--- src/sv/gcs_pkg.sv ---
// Shared types, constants and the sRGB decode table for the gradient color sampler.
package gcs_pkg;

	localparam int MAX_STOPS_DEF = 16;
	localparam int POS_W = 17;
	localparam int COLOR_W = 32;
	localparam int CFG_IDX_W = 3;
	localparam int CFG_DATA_W = 24;
	localparam int GEO_STEPS = 4;
	localparam int SQRT_STEPS = 31;
	localparam int DIV_STEPS = 16;
	localparam int ENC_BITS = 8;

	localparam logic [POS_W-1:0] T_ONE = 17'h10000;
	localparam logic [1:0] CH_ALPHA = 2'd3;

	localparam logic [CFG_IDX_W-1:0] CFG_KIND   = 3'd0;
	localparam logic [CFG_IDX_W-1:0] CFG_GAMMA  = 3'd1;
	localparam logic [CFG_IDX_W-1:0] CFG_OX     = 3'd2;
	localparam logic [CFG_IDX_W-1:0] CFG_OY     = 3'd3;
	localparam logic [CFG_IDX_W-1:0] CFG_EX     = 3'd4;
	localparam logic [CFG_IDX_W-1:0] CFG_EY     = 3'd5;
	localparam logic [CFG_IDX_W-1:0] CFG_RADIUS = 3'd6;

	typedef enum logic [4:0] {
		OP_NOP,
		OP_LOAD,
		OP_GEO,
		OP_GEO_DEC,
		OP_SQRT,
		OP_SQRT_END,
		OP_DIV,
		OP_T_SET,
		OP_SAVE,
		OP_PICK,
		OP_BLEND_LOAD,
		OP_F_SET,
		OP_MIX_MUL,
		OP_MIX_ADD,
		OP_ENC,
		OP_ENC_END,
		OP_INS_SHIFT,
		OP_INS_PUT,
		OP_OUT
	} dp_op_t;

	typedef struct packed {
		dp_op_t     op;
		logic [4:0] step;
		logic [1:0] ch;
		logic       full;
	} dp_cmd_t;

	typedef struct packed {
		logic kind;
		logic gam;
		logic r_direct;
		logic t_le;
		logic t_ge;
	} dp_sts_t;

	typedef enum logic [4:0] {
		S_IDLE,
		S_INS_RD,
		S_INS_CMP,
		S_INS_PUT,
		S_GEO,
		S_GEO_DEC,
		S_SQRT,
		S_SQRT_END,
		S_DIV_T,
		S_T_SET,
		S_WALK_RD,
		S_WALK_CMP,
		S_LAST_RD,
		S_LAST_CMP,
		S_DIV_F,
		S_F_SET,
		S_MIX_MUL,
		S_MIX_ADD,
		S_ENC,
		S_ENC_END,
		S_FINISH
	} ctrl_state_t;

	typedef logic [POS_W-1:0] lin_tab_t [256];

	function automatic longint unsigned pow5_q30(longint unsigned r);
		longint unsigned p;
		p = r;
		for (int k = 0; k < 4; k++) begin
			p = (p * r) >> 30;
		end
		return p;
	endfunction

	// sRGB decode of c/255 to 16 fraction bits, worked out at elaboration
	function automatic lin_tab_t build_lin();
		lin_tab_t tab;
		longint unsigned u, u2, lo, hi, mid, v;
		for (int c = 0; c < 256; c++) begin
			if (c <= 10) begin
				v = (64'(c) * 64'd6553600 + 64'd164730) / 64'd329460;
			end else begin
				u = ((64'(c) * 64'd1000 + 64'd14025) << 30) / 64'd269025;
				u2 = (u * u) >> 30;
				lo = 64'd0;
				hi = 64'd1 << 30;
				while (lo < hi) begin
					mid = (lo + hi + 64'd1) >> 1;
					if (pow5_q30(mid) <= u2) begin
						lo = mid;
					end else begin
						hi = mid - 64'd1;
					end
				end
				v = (((u2 * lo) >> 30) + 64'd8192) >> 14;
			end
			tab[c] = v[POS_W-1:0];
		end
		return tab;
	endfunction

	localparam lin_tab_t LIN_TAB = build_lin();

endpackage

--- src/sv/gcs_ctrl.sv ---
// Controller: sequences stop insertion, geometry, root, divisions, stop walk and blend.
module gcs_ctrl import gcs_pkg::*; #(
	parameter int MAX_STOPS = MAX_STOPS_DEF,
	parameter int IW = (MAX_STOPS > 1) ? $clog2(MAX_STOPS) : 1
) (
	input  logic          clk,
	input  logic          arst_n,
	input  logic          in_valid,
	output logic          in_ready,
	input  logic          action,
	output logic          out_valid,
	input  logic          out_ready,
	input  dp_sts_t       sts,
	output dp_cmd_t       cmd,
	output logic [IW-1:0] rd_addr,
	output logic [IW-1:0] wr_addr
);

	localparam int CW = $clog2(MAX_STOPS + 1);

	ctrl_state_t   state_q, state_d;
	logic [IW-1:0] idx_q, idx_d;
	logic [4:0]    cnt_q, cnt_d;
	logic [1:0]    ch_q, ch_d;
	logic [CW-1:0] count_q, count_d;
	logic          out_valid_q, out_load;
	logic          full, last, lane;

	assign full = count_q == CW'(MAX_STOPS);
	assign last = CW'(idx_q) == (count_q - CW'(1));
	assign lane = sts.gam && (ch_q != CH_ALPHA);

	always_ff @(posedge clk or negedge arst_n) begin
		if (!arst_n) begin
			state_q <= S_IDLE;
			idx_q <= '0;
			cnt_q <= '0;
			ch_q <= '0;
			count_q <= '0;
			out_valid_q <= 1'b0;
		end else begin
			state_q <= state_d;
			idx_q <= idx_d;
			cnt_q <= cnt_d;
			ch_q <= ch_d;
			count_q <= count_d;
			if (out_load) begin
				out_valid_q <= 1'b1;
			end else if (out_ready) begin
				out_valid_q <= 1'b0;
			end
		end
	end

	always_comb begin
		state_d = state_q;
		idx_d = idx_q;
		cnt_d = cnt_q;
		ch_d = ch_q;
		count_d = count_q;
		cmd = '0;
		cmd.op = OP_NOP;
		cmd.step = cnt_q;
		cmd.ch = ch_q;
		rd_addr = idx_q;
		wr_addr = idx_q;
		in_ready = 1'b0;
		out_load = 1'b0;
		case (state_q)
			S_IDLE: begin
				in_ready = 1'b1;
				if (in_valid) begin
					cmd.op = OP_LOAD;
					cnt_d = '0;
					if (!action) begin
						cmd.full = full;
						idx_d = IW'(count_q);
						state_d = full ? S_FINISH : S_INS_RD;
					end else begin
						state_d = (count_q == '0) ? S_FINISH : S_GEO;
					end
				end
			end
			S_INS_RD: begin
				rd_addr = idx_q - IW'(1);
				state_d = (idx_q == '0) ? S_INS_PUT : S_INS_CMP;
			end
			S_INS_CMP: begin
				// later stops with a larger position move up one slot
				if (!sts.t_ge) begin
					cmd.op = OP_INS_SHIFT;
					idx_d = idx_q - IW'(1);
					state_d = S_INS_RD;
				end else begin
					state_d = S_INS_PUT;
				end
			end
			S_INS_PUT: begin
				cmd.op = OP_INS_PUT;
				count_d = count_q + CW'(1);
				state_d = S_FINISH;
			end
			S_GEO: begin
				cmd.op = OP_GEO;
				if (cnt_q == 5'(GEO_STEPS)) begin
					cnt_d = '0;
					state_d = S_GEO_DEC;
				end else begin
					cnt_d = cnt_q + 5'd1;
				end
			end
			S_GEO_DEC: begin
				cmd.op = OP_GEO_DEC;
				idx_d = '0;
				if (!sts.kind) begin
					state_d = S_DIV_T;
				end else if (sts.r_direct) begin
					state_d = S_WALK_RD;
				end else begin
					state_d = S_SQRT;
				end
			end
			S_SQRT: begin
				cmd.op = OP_SQRT;
				if (cnt_q == 5'(SQRT_STEPS - 1)) begin
					cnt_d = '0;
					state_d = S_SQRT_END;
				end else begin
					cnt_d = cnt_q + 5'd1;
				end
			end
			S_SQRT_END: begin
				cmd.op = OP_SQRT_END;
				state_d = S_DIV_T;
			end
			S_DIV_T: begin
				cmd.op = OP_DIV;
				if (cnt_q == 5'(DIV_STEPS - 1)) begin
					cnt_d = '0;
					state_d = S_T_SET;
				end else begin
					cnt_d = cnt_q + 5'd1;
				end
			end
			S_T_SET: begin
				cmd.op = OP_T_SET;
				idx_d = '0;
				state_d = S_WALK_RD;
			end
			S_WALK_RD: begin
				state_d = S_WALK_CMP;
			end
			S_WALK_CMP: begin
				if (idx_q == '0) begin
					if (sts.t_le || last) begin
						cmd.op = OP_PICK;
						state_d = S_FINISH;
					end else begin
						cmd.op = OP_SAVE;
						idx_d = idx_q + IW'(1);
						state_d = S_LAST_RD;
					end
				end else if (last && sts.t_ge) begin
					cmd.op = OP_PICK;
					state_d = S_FINISH;
				end else if (sts.t_le) begin
					cmd.op = OP_BLEND_LOAD;
					cnt_d = '0;
					state_d = S_DIV_F;
				end else begin
					cmd.op = OP_SAVE;
					idx_d = idx_q + IW'(1);
					state_d = S_WALK_RD;
				end
			end
			S_LAST_RD: begin
				rd_addr = IW'(count_q - CW'(1));
				state_d = S_LAST_CMP;
			end
			S_LAST_CMP: begin
				// at or past the last stop takes its color outright
				if (sts.t_ge) begin
					cmd.op = OP_PICK;
					state_d = S_FINISH;
				end else begin
					state_d = S_WALK_RD;
				end
			end
			S_DIV_F: begin
				cmd.op = OP_DIV;
				if (cnt_q == 5'(DIV_STEPS - 1)) begin
					cnt_d = '0;
					state_d = S_F_SET;
				end else begin
					cnt_d = cnt_q + 5'd1;
				end
			end
			S_F_SET: begin
				cmd.op = OP_F_SET;
				ch_d = '0;
				state_d = S_MIX_MUL;
			end
			S_MIX_MUL: begin
				cmd.op = OP_MIX_MUL;
				state_d = S_MIX_ADD;
			end
			S_MIX_ADD: begin
				cmd.op = OP_MIX_ADD;
				if (lane) begin
					cnt_d = 5'(ENC_BITS - 1);
					state_d = S_ENC;
				end else if (ch_q == CH_ALPHA) begin
					state_d = S_FINISH;
				end else begin
					ch_d = ch_q + 2'd1;
					state_d = S_MIX_MUL;
				end
			end
			S_ENC: begin
				// one bit of the nearest-code search per cycle, msb first
				cmd.op = OP_ENC;
				if (cnt_q == '0) begin
					state_d = S_ENC_END;
				end else begin
					cnt_d = cnt_q - 5'd1;
				end
			end
			S_ENC_END: begin
				cmd.op = OP_ENC_END;
				ch_d = ch_q + 2'd1;
				state_d = S_MIX_MUL;
			end
			S_FINISH: begin
				if (!out_valid_q || out_ready) begin
					cmd.op = OP_OUT;
					out_load = 1'b1;
					state_d = S_IDLE;
				end
			end
			default: state_d = S_IDLE;
		endcase
	end

	assign out_valid = out_valid_q;

	a_count_max: assert property (@(posedge clk) disable iff (!arst_n)
		count_q <= CW'(MAX_STOPS))
		else $error("stop count above table size");

	a_count_step: assert property (@(posedge clk) disable iff (!arst_n)
		count_q != $past(count_q) |-> count_q == $past(count_q) + CW'(1))
		else $error("stop count moved by more than one");

	a_leave_idle: assert property (@(posedge clk) disable iff (!arst_n)
		in_valid && in_ready |=> state_q != S_IDLE)
		else $error("accepted word not processed");

	a_finish_load: assert property (@(posedge clk) disable iff (!arst_n)
		state_q == S_FINISH && (!out_valid_q || out_ready) |=> out_valid_q && state_q == S_IDLE)
		else $error("result word not presented");

endmodule

--- config.mk ---
export PLATFORM = sky130hd
export DESIGN_NAME = gcs_ctrl
export DESIGN_NICKNAME = d
export VERILOG_FILES = /design/src/sv/gcs_pkg.sv /design/src/sv/gcs_ctrl.sv
export SDC_FILE = /design/constraint.sdc
export NUM_CORES = 1
export LEC_CHECK = 0
export BUFFER_PORTS_ARGS = -buffer_cell sky130_fd_sc_hd__buf_2
export CELL_PAD_IN_SITES_DETAIL_PLACEMENT = 1
export CELL_PAD_IN_SITES_GLOBAL_PLACEMENT = 2
export CORE_UTILIZATION = 30
export DETAILED_ROUTE_END_ITERATION = 16
export PLACE_DENSITY = 0.87
export SLEW_MARGIN = 20
export SYNTH_ARGS = -nofsm -noshare
export SYNTH_HDL_FRONTEND = slang
export SYNTH_SLANG_ARGS = --single-unit
--- constraint.sdc ---
create_clock -name clk -period 1.9 [get_ports clk]
set_input_delay 0.095 -clock clk [delete_from_list [all_inputs] [get_ports clk]]
set_output_delay 0.095 -clock clk [all_outputs]
set_load 0.05 [all_outputs]
Yosys cells after proc, flatten, opt, wreduce, memory -nomap -nowiden
Cells that the tools add are included.
- flip-flop bits (word level): 22
- input port bits: 10
- output and inout bits: 23
- logic and storage cells: 140
- $add $sub $neg: 7
- equality and inequality tests: 46
- multiplexer cells: 61
- reductions and logical operators: 20
- operators with widths (operator ; count):
    $mux 5 ; 26
    $pmux 5 s20 ; 1
    $pmux 5 s17 ; 1
    $eq 5x4->1 const B ; 9
    $mux 4 ; 10
    $eq 5x5->1 const B ; 7
    $pmux 5 s7 ; 1
    $ne 2x2->1 const B ; 17
    $eq 5x3->1 const B ; 5
    $reduce_and 7->1 ; 3
    $pmux 4 s4 ; 1
    $logic_not 5->1 ; 3
    $mux 1 ; 11
    $add 5x1->5 const B ; 2
    $eq 5x2->1 const B ; 2
    $mux 2 ; 5
    $sub 5x1->5 const B ; 2
    $mux 3 ; 3
    $ne 3x3->1 const B ; 3
    $pmux 4 s2 ; 1
    $reduce_bool 7->1 ; 1
    $pmux 2 s3 ; 1
    $reduce_or 2->1 ; 3
    $eq 4x5->1 ; 1
    other kinds (13) ; 15

Logic depth before layout (Yosys ltp)
Gate-level depths: netlist of run 1.
- word-level depth: 6
- gate-level depth with buffers: 10
- depth with buffers taken out: 10

Least setup slack after synthesis of run 1
Ideal clock, no wire load.
- kind: reg-to-output
- start point: reg count_q[0]
- end point: out cmd[0] (netlist bit)
- arrival: 2.565 ns
- required time: 1.805 ns
- slack: -0.760 ns
- stages on the path, launching flop included: 6
- path buffers: 0
- cell sequence: dfrtp_1 > inv_1 > ha_1 > nor3b_1 > nand2_1 > nor4_1
- RTL lines (item ; line ; RTL):
    start: declaration ; gcs_ctrl.sv:25 ; logic [CW-1:0] count_q, count_d;
    start signal: assignment ; gcs_ctrl.sv:46 ; count_q <= count_d;
    end: declaration ; gcs_ctrl.sv:14 ; output dp_cmd_t cmd,

==> summary.txt, run 1 <==
Drt
  – DRT Pass-1 Iters: 5
  – Routed vias: 3205
  – WL met2: 6.519 mm
  – WL/cell: 22.68 microns
  – Drc violations: 0
  – WL met1: 4.821 mm
  – Top Metal Used: met4
  – Final WL: 12.56 mm
  – Wire length on met3: 528 microns
  – Drt initial violations: 235
  – Via/cell ratio: 5.785
  – Detail Route Antenna Nets: 0

Setup path
  – FF-to-FF Start: count_q[1]$_DFFE_PN0P_
  – Worst Path Max Fanout: 4
  – Startpoint Class: flip-flop
  – Critical Path RT: 1.80 ns
  – CP Class: flip-flop to output pin
  – R2r endpoint: cnt_q[1]$_DFFE_PN0P_
  – Critical path arrival: 2.25 ns
  – R2R Setup Slk: -0.27 ns
  – Crit path largest cell delay: 0.44 ns
  – Reg2Reg Depth: 11
  – Crit path cell chain: buf_4, nand2b_1, nor3_4, a31oi_1, o21a_1, o211ai_1, buf_4
  – Crit. End Element: output pin
  – Cell with the most instances on the worst path: buf_4
  – CP max stage cell: dfrtp_2

Synth
  – Area contributors post-synth: dfrtp_1, nand2_1, ha_1
  – Post-synth top cells: nand2_1, nor2_1, a21oi_1
  – Compound-Gate Fraction of Synth Area: 0.3078
  – Synth Area in Adders: 0.06303
  – Post-synth EDFFs: 0
  – Synth top area share: 0.2311
  – XOR/XNOR Fraction of Synth Area: 0.05147
  – Largest family of logic cells by synthesized area: compound AO/OA/AOI/OAI gates
  – Largest area contributor in the netlist: dfrtp_1
  – Post-synthesis sequential area ratio: 0.2311
  – Mux share of post-synthesis cell area: 0.008403
  – Ys flop type: dfrtp_1
  – Mapped Nets: 338
  – Synthesized area per cell: 7.539 sq um
  – Cell count after synthesis: 316
  – Distinct cell type count after synthesis: 63
  – Netlist Area Pre-Place: 2382 sq um
  – FF+latch count, synth: 22
  – Simple-Gate Fraction of Synth Area: 0.2579
  – Cell with the most instances after synthesis: nand2_1
  – YS warnings: 0
  – Synth async-reset ratio: 1.000

Clocking
  – Worst-Skew Late Latency: 0.30 ns
  – H-tree depth: 1
  – Clk root buf: clkbuf_8
  – Clock slew at reported path FFs: 0.11 ns
  – CTS Buf Count: 3
  – TritonCTS clock tree: yes
  – Clock Path Buffers: 2
  – Clk sinks: 22

Global routing
  – First-pass GRT wire length: 17.64 mm
  – Vias in the first global route: 3412
  – Largest net degree at the start of global routing: 23
  – Grt ovf: 0
  – GRT Overall Usage: 0.2729
  – Number of antenna violations at the first check in global routing: 0

Floorplan
  – Die area: 8301 sq um
  – Cell Rows: 32
  – Die height: 91.11 microns
  – Initial cell density of the core: 0.3099
  – Die Wd: 91.11 microns
  – Core ar.: 7687 sq um
  – Number of I/O pins: 33

Power and ir drop
  – Max IR drop VDD: 1.672 mV
  – Leak: 1.841 nW
  – P per Cell Area: 2153 nW/um^2

Timing
  – Pins Over Slew Limit: 0
  – RSZ-0062 raised after global routing: true
  – Setup-failing EPs final: 24
  – Final min period: 2.340 ns
  – Slew of the pin with the lowest slew margin: 0.5774 ns
  – Rel. slew slack: 0.6151
  – Skew final: 0.01463 ns
  – Final Cycle Share: 1.232
  – Final Hold Viols: 0
  – Setup ws final: -0.4405 ns
  – Setup TNS: -5.447 ns
  – Fmax: 427.3 MHz

Final layout
  – Final std cells w/o fill: 554
  – Share of cells above drive strength 1: 0.5863
  – Syn-to-layout area delta: 79.20%
  – Antenna Cells: 0
  – # fillers: 920
  – Nets: 475

Placement
  – Cells after DPL: 515
  – Port buffer count: 32
  – GPL Wtd Cong: 0.9249
  – Detailed Place HPWL: 7.341 mm

Status
  – Violations in the final reports: setup timing
  – Status: finished, violations left

Hold path
  – Hold crit path type: input pin to flip-flop
  – Hold EP: state_q[1]$_DFFE_PN0P_
  – Hold Path Stages: 3
  – Worst Hold Launch: sts[4]

Flow run
  – MaxCap Viol Count: 0
==> cell families after synthesis <==
logic type / Yosys count
AO/OA/AOI/OAI: 101
XOR/XNOR: 14
adder cells (fa/ha/maj): 12
buffers and inverters: 39
flip-flops: 22
multiplexers: 2
AND/OR/NAND/NOR: 126
==> critical path, delay by kind of cell, from the launching register on <==
| kind | cells | cell delay [ns] |
|---|---|---|
| flip-flops | 1 | 0.44 |
| buffers and inverters | 2 | 0.38 |
| AND/OR/NAND/NOR | 2 | 0.38 |
| AO/OA/AOI/OAI | 3 | 0.76 |
==> registers in the layout, indices dropped and copies added (netlist names) <==
signal	flops
ch_q	2
cnt_q	5
out_valid	1
state_q	5
wr_addr	4
count_q	5
==> timing repair <==
action / 4_1_cts / 5_1_grt
endpoints found under the setup margin: 27 / 29
hold endpoints to repair: 22 / 0
resized for setup: 85 / 49
hold buffers: 1 / 0
pin swaps: 19 / 20
cloned: 0 / 1
buffers inserted: 21 / 14
==> layer usage <==
metal / GRT usage / vias to the layer above
met5: 0 / -
met4: 0.1442 / 0
met3: 0.03015 / 54
met2: 0.5133 / 142
met1: 0.2980 / 1588
li1: - / 1421
==> metrics by stage <==
| step | hold WS [ns] | setup WS, ns | utilization | area [sq um] | total power, mW |
|---|---|---|---|---|---|
| 3_5_place_dp | 0.1279 | -0.2563 | 0.4440 | 3413 | 6.548 |
| 5_1_grt | 0.1410 | -0.4868 | 0.5553 | 4269 | 9.563 |
| 3_3_place_gp | 0.1108 | -0.1522 | 0.4440 | 3413 | 6.347 |
| 4_1_cts | 0.1087 | -0.2893 | 0.5160 | 3966 | 8.130 |
| 6_report | 0.1408 | -0.4405 | 0.5553 | 4269 | 9.190 |
| 2_1_floorplan | -0.2006 | -0.1809 | - | 2589 | 4.609 |
==> cells in the final DEF, fill, tap and decap left out, types with 6 or more instances in the layout <==
cell      instances
buf_4           104
nand2_1          33
buf_6            24
buf_2            22
a21oi_1          19
nor2_1           17
dfrtp_2          13
nor2_4           11
nand2_2           9
dfrtp_1           9
inv_1             8
o21ai_1           8
xnor2_1           8
inv_2             7
o21ai_2           7
nand3_1           7
o21ai_0           7
nand2b_1          6
a21oi_2           6
ha_1              6
==> report_power, final <==
group | internal (mW) | switching [mW] | leakage [nW] | total (mW)
combinational | 3.44 | 4.24 | 1.54 | 7.68
sequential | 0.687 | 0.329 | 0.264 | 1.02
clock | 0.283 | 0.212 | 0.0357 | 0.495
total | 4.41 | 4.78 | 1.84 | 9.19
==> final cells by class <==
cell class | instances | area, sq um | area share
multi-input combinational | 255 | 2210 | 0.5176
timing repair buffer | 155 | 1231 | 0.2884
sequential | 22 | 566.8 | 0.1328
tap | 102 | 127.6 | 0.02989
inverter | 16 | 62.56 | 0.01465
clock buffer | 3 | 41.29 | 0.009672
clock inverter | 1 | 30.03 | 0.007034
==> worst max-delay path by stage <==
stage	from	endpoint
after global placement	state_q[2]$_DFFE_PN0P_	wr_addr[3]$_DFFE_PN0P_
after global routing	wr_addr[0]$_DFFE_PN0P_	cmd[8]
after detailed placement	count_q[1]$_DFFE_PN0P_	cmd[8]
after floorplan	state_q[2]$_DFFE_PN0P_	cmd[8]
after CTS	count_q[0]$_DFFE_PN0P_	cmd[8]
final	state_q[3]$_DFFE_PN0P_	cmd[8]
Power figures use the tool's default switching activity.
==> inputs of run 2 (changes only) <==
- CORE_UTILIZATION: 30 -> 34
- PLACE_DENSITY: 0.87 -> 0.93
- SKIP_CTS_REPAIR_TIMING: unset -> 1
- clock period: 1.9 -> 2.4 ns (I/O delays scaled with it)
==> run 2 against run 1 <==
  * The flow now finishes without violations
  * Hold slack got worse by 0.0034 ns
  * Sequential share of layout area rose by 5.7 points
  * Via count fell by 19%
  * Non-clock buffer count fell by 88
  * Critical path type unchanged
  * Largest cell class unchanged
  * Highest routed layer unchanged
==> summary.txt, run 2 (synthesis results as in run 1) <==
Status
  – Status: finished clean

Clocking
  – Clk root buf: clkbuf_8
  – CTS Buf Count: 3 (unchanged)
  – TritonCTS clock tree: yes
  – H-tree depth: 1 (unchanged)
  – Worst-Skew Late Latency: 0.28 ns (-0.02 ns)
  – Clock slew at reported path FFs: 0.09 ns (-0.02 ns)
  – Clock Path Buffers: 2 (unchanged)
  – Clk sinks: 22 (unchanged)

Power and ir drop
  – Max IR drop VDD: 1.191 mV (-29%)
  – Clock Power Share: 0.062 (+0.008)
  – Sw Share: 0.5782 (+0.05778)
  – Sequential Power Share: 0.174 (+0.063)
  – Leak: 1.277 nW (-31%)
  – P_int: 1.994 mW (-55%)
  – Switching pwr: 2.734 mW (-43%)
  – P per Cell Area: 1612 nW/um^2 (-25%)
  – Combinational power share: 0.764 (-0.071)

Floorplan
  – Die Wd: 85.71 microns (-5.9%)
  – Die height: 85.71 microns (-5.9%)
  – Die area: 7345 sq um (-12%)
  – Number of I/O pins: 33 (unchanged)
  – Initial cell density of the core: 0.3506 (+0.04075)
  – Cell Rows: 30 (-6.3%)
  – Core ar.: 6794 sq um (-12%)

Timing
  – Pins Over Slew Limit: 0 (unchanged)
  – Final min period: 2.339 ns
  – Fmax: 427.5 MHz
  – Setup-failing EPs final: 0 (-100%)
  – Slew of the pin with the lowest slew margin: 0.5922 ns (+0.01476 ns)
  – Final Cycle Share: 0.9747
  – Final Hold Viols: 0 (unchanged)
  – Setup TNS: 0 ns (+5.447 ns)
  – Rel. slew slack: 0.6052 (-0.009840)
  – Setup ws final: 0.06064 ns (+0.5011 ns)
  – Skew final: 0.005532 ns (-0.009099 ns)

Final layout
  – # fillers: 868 (-5.7%)
  – Commonest non-fill, non-tap cells in the layout: nand2_1, buf_4, buf_2
  – Multi-input gate area: 1712 sq um (-23%)
  – Nets: 387 (-19%)
  – Syn-to-layout area delta: 23.11%
  – Core Util, Final: 0.4317 (-0.1237)
  – Reg area: 555.5 sq um (-2.0%)
  – Share of cells above drive strength 1: 0.2692 (-0.3171)
  – Post-route cell area: 2933 sq um (-31%)
  – Most common cell after layout, fill and taps aside: nand2_1
  – Antenna Cells: 0 (unchanged)
  – Regs by FF count: cnt_q x5, count_q x5, state_q x5

Global routing
  – Grt ovf: 0 (unchanged)
  – GRT Overall Usage: 0.2268 (-0.04609)
  – Number of antenna violations at the first check in global routing: 0 (unchanged)
  – Vias in the first global route: 2546 (-25%)
  – First-pass GRT wire length: 13.05 mm (-26%)
  – Largest net degree at the start of global routing: 23 (unchanged)

Setup path
  – CP Class: flip-flop to output pin
  – Crit path cell chain: inv_2, ha_4, xnor2_1, a2111oi_4, nand2_2, o21a_1, o211ai_1, buf_4
  – Startpoint Class: flip-flop
  – Critical Path RT: 2.28 ns (+0.48 ns)
  – Critical path arrival: 2.22 ns (-0.03 ns)
  – Crit. End Element: output pin
  – Crit path largest cell delay: 0.44 ns (about the same)
  – Worst Path Max Fanout: 5 (+1)
  – CP max stage cell: dfrtp_1
  – Top delay family on crit path: compound AO/OA/AOI/OAI gates
  – Bufs and invs on worst path: 2 (unchanged)

Drt
  – DRT Pass-1 Iters: 4 (-1)
  – Via/cell ratio: 5.648 (-2.4%)
  – Drc violations: 0 (unchanged)
  – Final WL: 8.373 mm (-33%)
  – Detail Route Antenna Nets: 0 (unchanged)
  – WL/cell: 18.20 microns (-20%)
  – Drt initial violations: 135 (-43%)
  – Routed vias: 2598 (-19%)

Placement
  – Placed cell area: 2754 sq um (-19%)
  – Detailed Place HPWL: 6.217 mm (-15%)
  – Port buffer count: 32 (unchanged)
  – Setup WS pre-CTS: 0.1258 ns (+0.3821 ns)
  – GPL Wtd Cong: 0.8943 (-3.3%)

Hold path
  – Hold crit path type: input pin to flip-flop

Flow run
  – MaxCap Viol Count: 0 (unchanged)
[run 2: cell count changes in the layout (fill, tap and decap cells not counted), moves of 7 or more]
| cell | previous run | this run |
|---|---|---|
| buf_2 | 22 | 30 |
| buf_4 | 104 | 35 |
| buf_6 | 24 | 0 |
| dfrtp_1 | 9 | 18 |
| dfrtp_2 | 13 | 4 |
| nand2_1 | 33 | 42 |
| nand2_2 | 9 | 2 |
| nor2_1 | 17 | 29 |
| nor2_4 | 11 | 0 |
| o21ai_0 | 7 | 20 |
[run 2: power by group through the flow]
stage | Clock [mW] | Combinational, mW | Sequential (mW)
after global routing | 0.314 | 3.88 | 0.853
after floorplan | 0 | 2.34 | 0.949
after detailed placement | 0 | 3.34 | 0.820
after CTS | 0.312 | 3.36 | 0.813
after global placement | 0 | 3.27 | 0.803
final | 0.295 | 3.61 | 0.823
[run 2: area by class of cell]
type                            count  area share
Sequential cell                    22      0.1894
Clock buffer                        4     0.01877
Multi-Input combinational cell    255      0.5836
Tap cell                           96     0.04096
Timing Repair Buffer               67      0.1468
Inverter                           16     0.02048
[run 2: final timing paths]
path / cells after the start / endpoint / from / slack [ns]
setup / recovery: 8 / cmd[8] / count_q[1]$_DFFE_PN0P_ / 0.06
hold / removal: 3 / state_q[1]$_DFFE_PN0P_ / sts[4] / 0.14
setup reg to reg: 8 / cnt_q[3]$_DFFE_PN0P_ / cnt_q[0]$_DFFE_PN0P_ / 0.18
hold reg to reg: 1 / ch_q[0]$_DFFE_PN0P_ / ch_q[0]$_DFFE_PN0P_ / 0.57
max in group asynchronous: 2 / state_q[1]$_DFFE_PN0P_ / arst_n / 1.61
min in group asynchronous: 2 / ch_q[0]$_DFFE_PN0P_ / arst_n / 0.36
[run 2: routing by layer]
layer	global-route usage	vias up	share of wire
met5	0	-	0
met4	0.06818	0	0.021
met3	0.02599	18	0.034
met2	0.4007	53	0.52
met1	0.2899	1289	0.43
li1	-	1238	-
[run 2: worst register-to-register path, stage by stage, from the launching register on]
cell and delay (ns):
dfrtp_1 0.44, ha_1 0.26, nand3_1 0.13, inv_1 0.05, ha_1 0.20, a2111oi_4 0.38
a31oi_4 0.10, o311a_1 0.36, o31ai_1 0.22
[run 2: metrics by stage]
| step | cells | total power, mW | hold slack (ns) |
|---|---|---|---|
| 2_1_floorplan | 316 | 3.287 | -0.1756 |
| 3_3_place_gp | 449 | 4.073 | 0.1405 |
| 3_5_place_dp | 449 | 4.157 | 0.1520 |
| 4_1_cts | 453 | 4.482 | -0.1664 |
| 5_1_grt | 460 | 5.045 | 0.1493 |
| 6_report | 460 | 4.728 | 0.1373 |
==> inputs of run 3 (changes only) <==
==> constraint.sdc (replaced) <==
create_clock -name clk -period 2.4 [get_ports clk]
set_input_delay 0.36 -clock clk [delete_from_list [all_inputs] [get_ports clk]]
set_output_delay 0.36 -clock clk [all_outputs]
set_load 0.05 [all_outputs]
==> run 3 against run 2 <==
  * The run now ends with setup timing left
  * Hold slack got worse by 0.086 ns
  * Power increased by 8.0%
  * Register-to-register slack got worse by 0.13 ns
  * Clock skew increased by 0.0036 ns
  * Critical path depth decreased by 1
  * Count of clock-buffer cells in the layout decreased by 1
  * Setup slack got worse by 0.28 ns
  * Critical path type unchanged
  * Critical endpoint unchanged
  * Largest cell class unchanged
==> summary.txt, run 3 (synthesis results as in run 1) <==
Placement
  – Port buffer count: 32 (unchanged)
  – Detailed Place HPWL: 6.428 mm (+3.4%)
  – GPL Wtd Cong: 0.9205 (+2.9%)
  – Cells after DPL: 449 (unchanged)

Setup path
  – Critical path arrival: 2.26 ns (+0.04 ns)
  – Startpoint Class: flip-flop
  – R2R Setup Slk: 0.05 ns (-0.13 ns)
  – FF-to-FF Start: count_q[2]$_DFFE_PN0P_
  – Top delay family on crit path: compound AO/OA/AOI/OAI gates
  – CP max stage cell: dfrtp_2
  – Critical Path RT: 2.04 ns (-0.24 ns)
  – Crit path cell chain: nor3_4, xnor2_1, a2111oi_4, nand2_1, o21a_1, o211ai_1, buf_4
  – Crit path largest cell delay: 0.46 ns (+0.02 ns)
  – Bufs and invs on worst path: 1 (-1)
  – R2r endpoint: wr_addr[3]$_DFFE_PN0P_
  – Reg2Reg Depth: 9 (+1)
  – Worst Path Max Fanout: 5 (unchanged)
  – CP Class: flip-flop to output pin
  – Crit. End Element: output pin

Clocking
  – Clk sinks: 22 (unchanged)
  – H-tree depth: 1 (unchanged)
  – Clock slew at reported path FFs: 0.10 ns (about the same)
  – CTS Buf Count: 3 (unchanged)
  – Clock Path Buffers: 2 (unchanged)
  – TritonCTS clock tree: yes
  – Worst-Skew Late Latency: 0.28 ns (about the same)
  – Clk root buf: clkbuf_8

Power and ir drop
  – Leak: 1.306 nW (+2.3%)
  – P_int: 2.214 mW (+11%)
  – Combinational power share: 0.757 (-0.007)
  – Sw Share: 0.5663 (-0.01191)
  – Sequential Power Share: 0.169 (-0.005)
  – Max IR drop VDD: 1.069 mV (-10%)
  – Clock Power Share: 0.074 (+0.012)
  – P per Cell Area: 1676 nW/um^2 (+4.0%)
  – Switching pwr: 2.891 mW (+5.7%)

Global routing
  – Number of antenna violations at the first check in global routing: 0 (unchanged)
  – Grt ovf: 0 (unchanged)
  – GRT Overall Usage: 0.2357 (+0.008859)
  – Largest net degree at the start of global routing: 23 (unchanged)
  – Vias in the first global route: 2598 (+2.0%)
  – First-pass GRT wire length: 13.70 mm (+5.0%)

Timing
  – Pins Over Slew Limit: 0 (unchanged)
  – Fmax: 381.3 MHz (-11%)
  – Final min period: 2.622 ns (+0.2830 ns)
  – RSZ-0062 raised after global routing: true
  – Skew final: 0.009129 ns (+0.003597 ns)
  – Final Hold Viols: 0 (unchanged)
  – Final Cycle Share: 1.093 (+0.1179)
  – Rel. slew slack: 0.6271 (+0.02183)
  – Slew of the pin with the lowest slew margin: 0.5594 ns (-0.03275 ns)
  – Setup ws final: -0.2223 ns (-0.2830 ns)
  – Setup-failing EPs final: 3 (+3)

Final layout
  – Core Util, Final: 0.4483 (+0.01657)
  – Commonest non-fill, non-tap cells in the layout: buf_4, nand2_1, nor2_1, buf_2, a21oi_1
  – Antenna Cells: 0 (unchanged)
  – Syn-to-layout area delta: 27.84%
  – Regs by FF count: cnt_q x5, count_q x5, state_q x5
  – Nets: 391 (+1.0%)
  – Reg area: 564.3 sq um (+1.6%)
  – Final std cells w/o fill: 464 (+0.87%)
  – Most common cell after layout, fill and taps aside: buf_4
  – Share of cells above drive strength 1: 0.3179 (+0.04870)
  – # fillers: 855 (-1.5%)
  – Multi-input gate area: 1760 sq um (+2.9%)

Drt
  – WL/cell: 19.55 microns (+7.4%)
  – Routed vias: 2657 (+2.3%)
  – Via/cell ratio: 5.726 (+1.4%)
  – Drc violations: 0 (unchanged)
  – Detail Route Antenna Nets: 0 (unchanged)
  – DRT Pass-1 Iters: 4 (unchanged)
  – Drt initial violations: 229 (+70%)
  – Final WL: 9.069 mm (+8.3%)

Floorplan
  – Die Wd: 85.71 microns (unchanged)
  – Initial cell density of the core: 0.3506 (unchanged)
  – Die area: 7345 sq um (unchanged)
  – Core ar.: 6794 sq um (unchanged)
  – Number of I/O pins: 33 (unchanged)
  – Cell Rows: 30 (unchanged)
  – Die height: 85.71 microns (unchanged)

Status
  – Violations in the final reports: setup timing
  – Status: finished, violations left

Hold path
  – Hold crit path type: input pin to async pin

Flow run
  – MaxCap Viol Count: 0 (unchanged)
[run 3: cell types whose count changed in the layout (fill, tap and decap cells not counted), sizes merged]
cell         change
buf              +6
bufinv           +1
clkbuf           -2
dlygate4sd3      -1
[run 3: layer usage]
metal / track usage / up-vias / share of wire
met5: 0 / - / 0
met4: 0.04848 / 0 / 0.017
met3: 0.01829 / 16 / 0.049
met2: 0.3884 / 90 / 0.47
met1: 0.3383 / 1302 / 0.46
li1: - / 1249 / -
[run 3: cell type report]
class,instances,share of cell area
clock buffers,3,0.01356
clock inverters,1,0.009860
inverters,16,0.01972
multi-input cells,255,0.5781
flip-flops and latches,22,0.1853
well taps,96,0.03944
repair buffers,71,0.1541
[run 3: worst register-to-register path: stages (launching register included)]
cell	delay, ns
dfrtp_2	0.46
nor3_4	0.30
xnor2_1	0.16
a2111oi_4	0.38
nand2_1	0.14
buf_4	0.15
buf_4	0.14
o211a_4	0.28
mux2i_1	0.16
o21ai_1	0.08
[run 3: power by group through the flow]
stage,combinational [mW],sequential (mW),clock [mW]
after global routing,4.12,0.895,0.388
after CTS,3.38,0.831,0.378
after global placement,3.28,0.820,0
final,3.86,0.863,0.379
after floorplan,2.36,0.959,0
after detailed placement,3.36,0.836,0
[run 3: stage by stage]
stage / total power [mW] / setup TNS [ns] / cell area (sq um) / hold WS (ns) / worst slack (ns)
global route: 5.405 / -0.7334 / 3045 / 0.07997 / -0.3109
detailed placement: 4.195 / -0.01210 / 2770 / 0.3840 / -0.01210
finish: 5.104 / -0.4656 / 3045 / 0.05086 / -0.2223
CTS: 4.588 / -0.7625 / 2841 / 0.06860 / -0.3146
global placement: 4.102 / 0 / 2770 / 0.3747 / 0.09099
floorplan: 3.320 / 0 / 2411 / 0.06441 / 0.02150
[run 3: worst max-delay path by stage]
stage / startpoint / end / slack, ns / cells past startpoint
global placement: count_q[1]$_DFFE_PN0P_ / cmd[8] / 0.09 / 8
floorplan: wr_addr[0]$_DFFE_PN0P_ / cmd[8] / 0.02 / 6
CTS: count_q[1]$_DFFE_PN0P_ / cmd[8] / -0.31 / 8
finish: count_q[2]$_DFFE_PN0P_ / cmd[8] / -0.22 / 7
global route: wr_addr[1]$_DFFE_PN0P_ / cmd[8] / -0.31 / 8
detailed placement: count_q[1]$_DFFE_PN0P_ / cmd[8] / -0.01 / 8
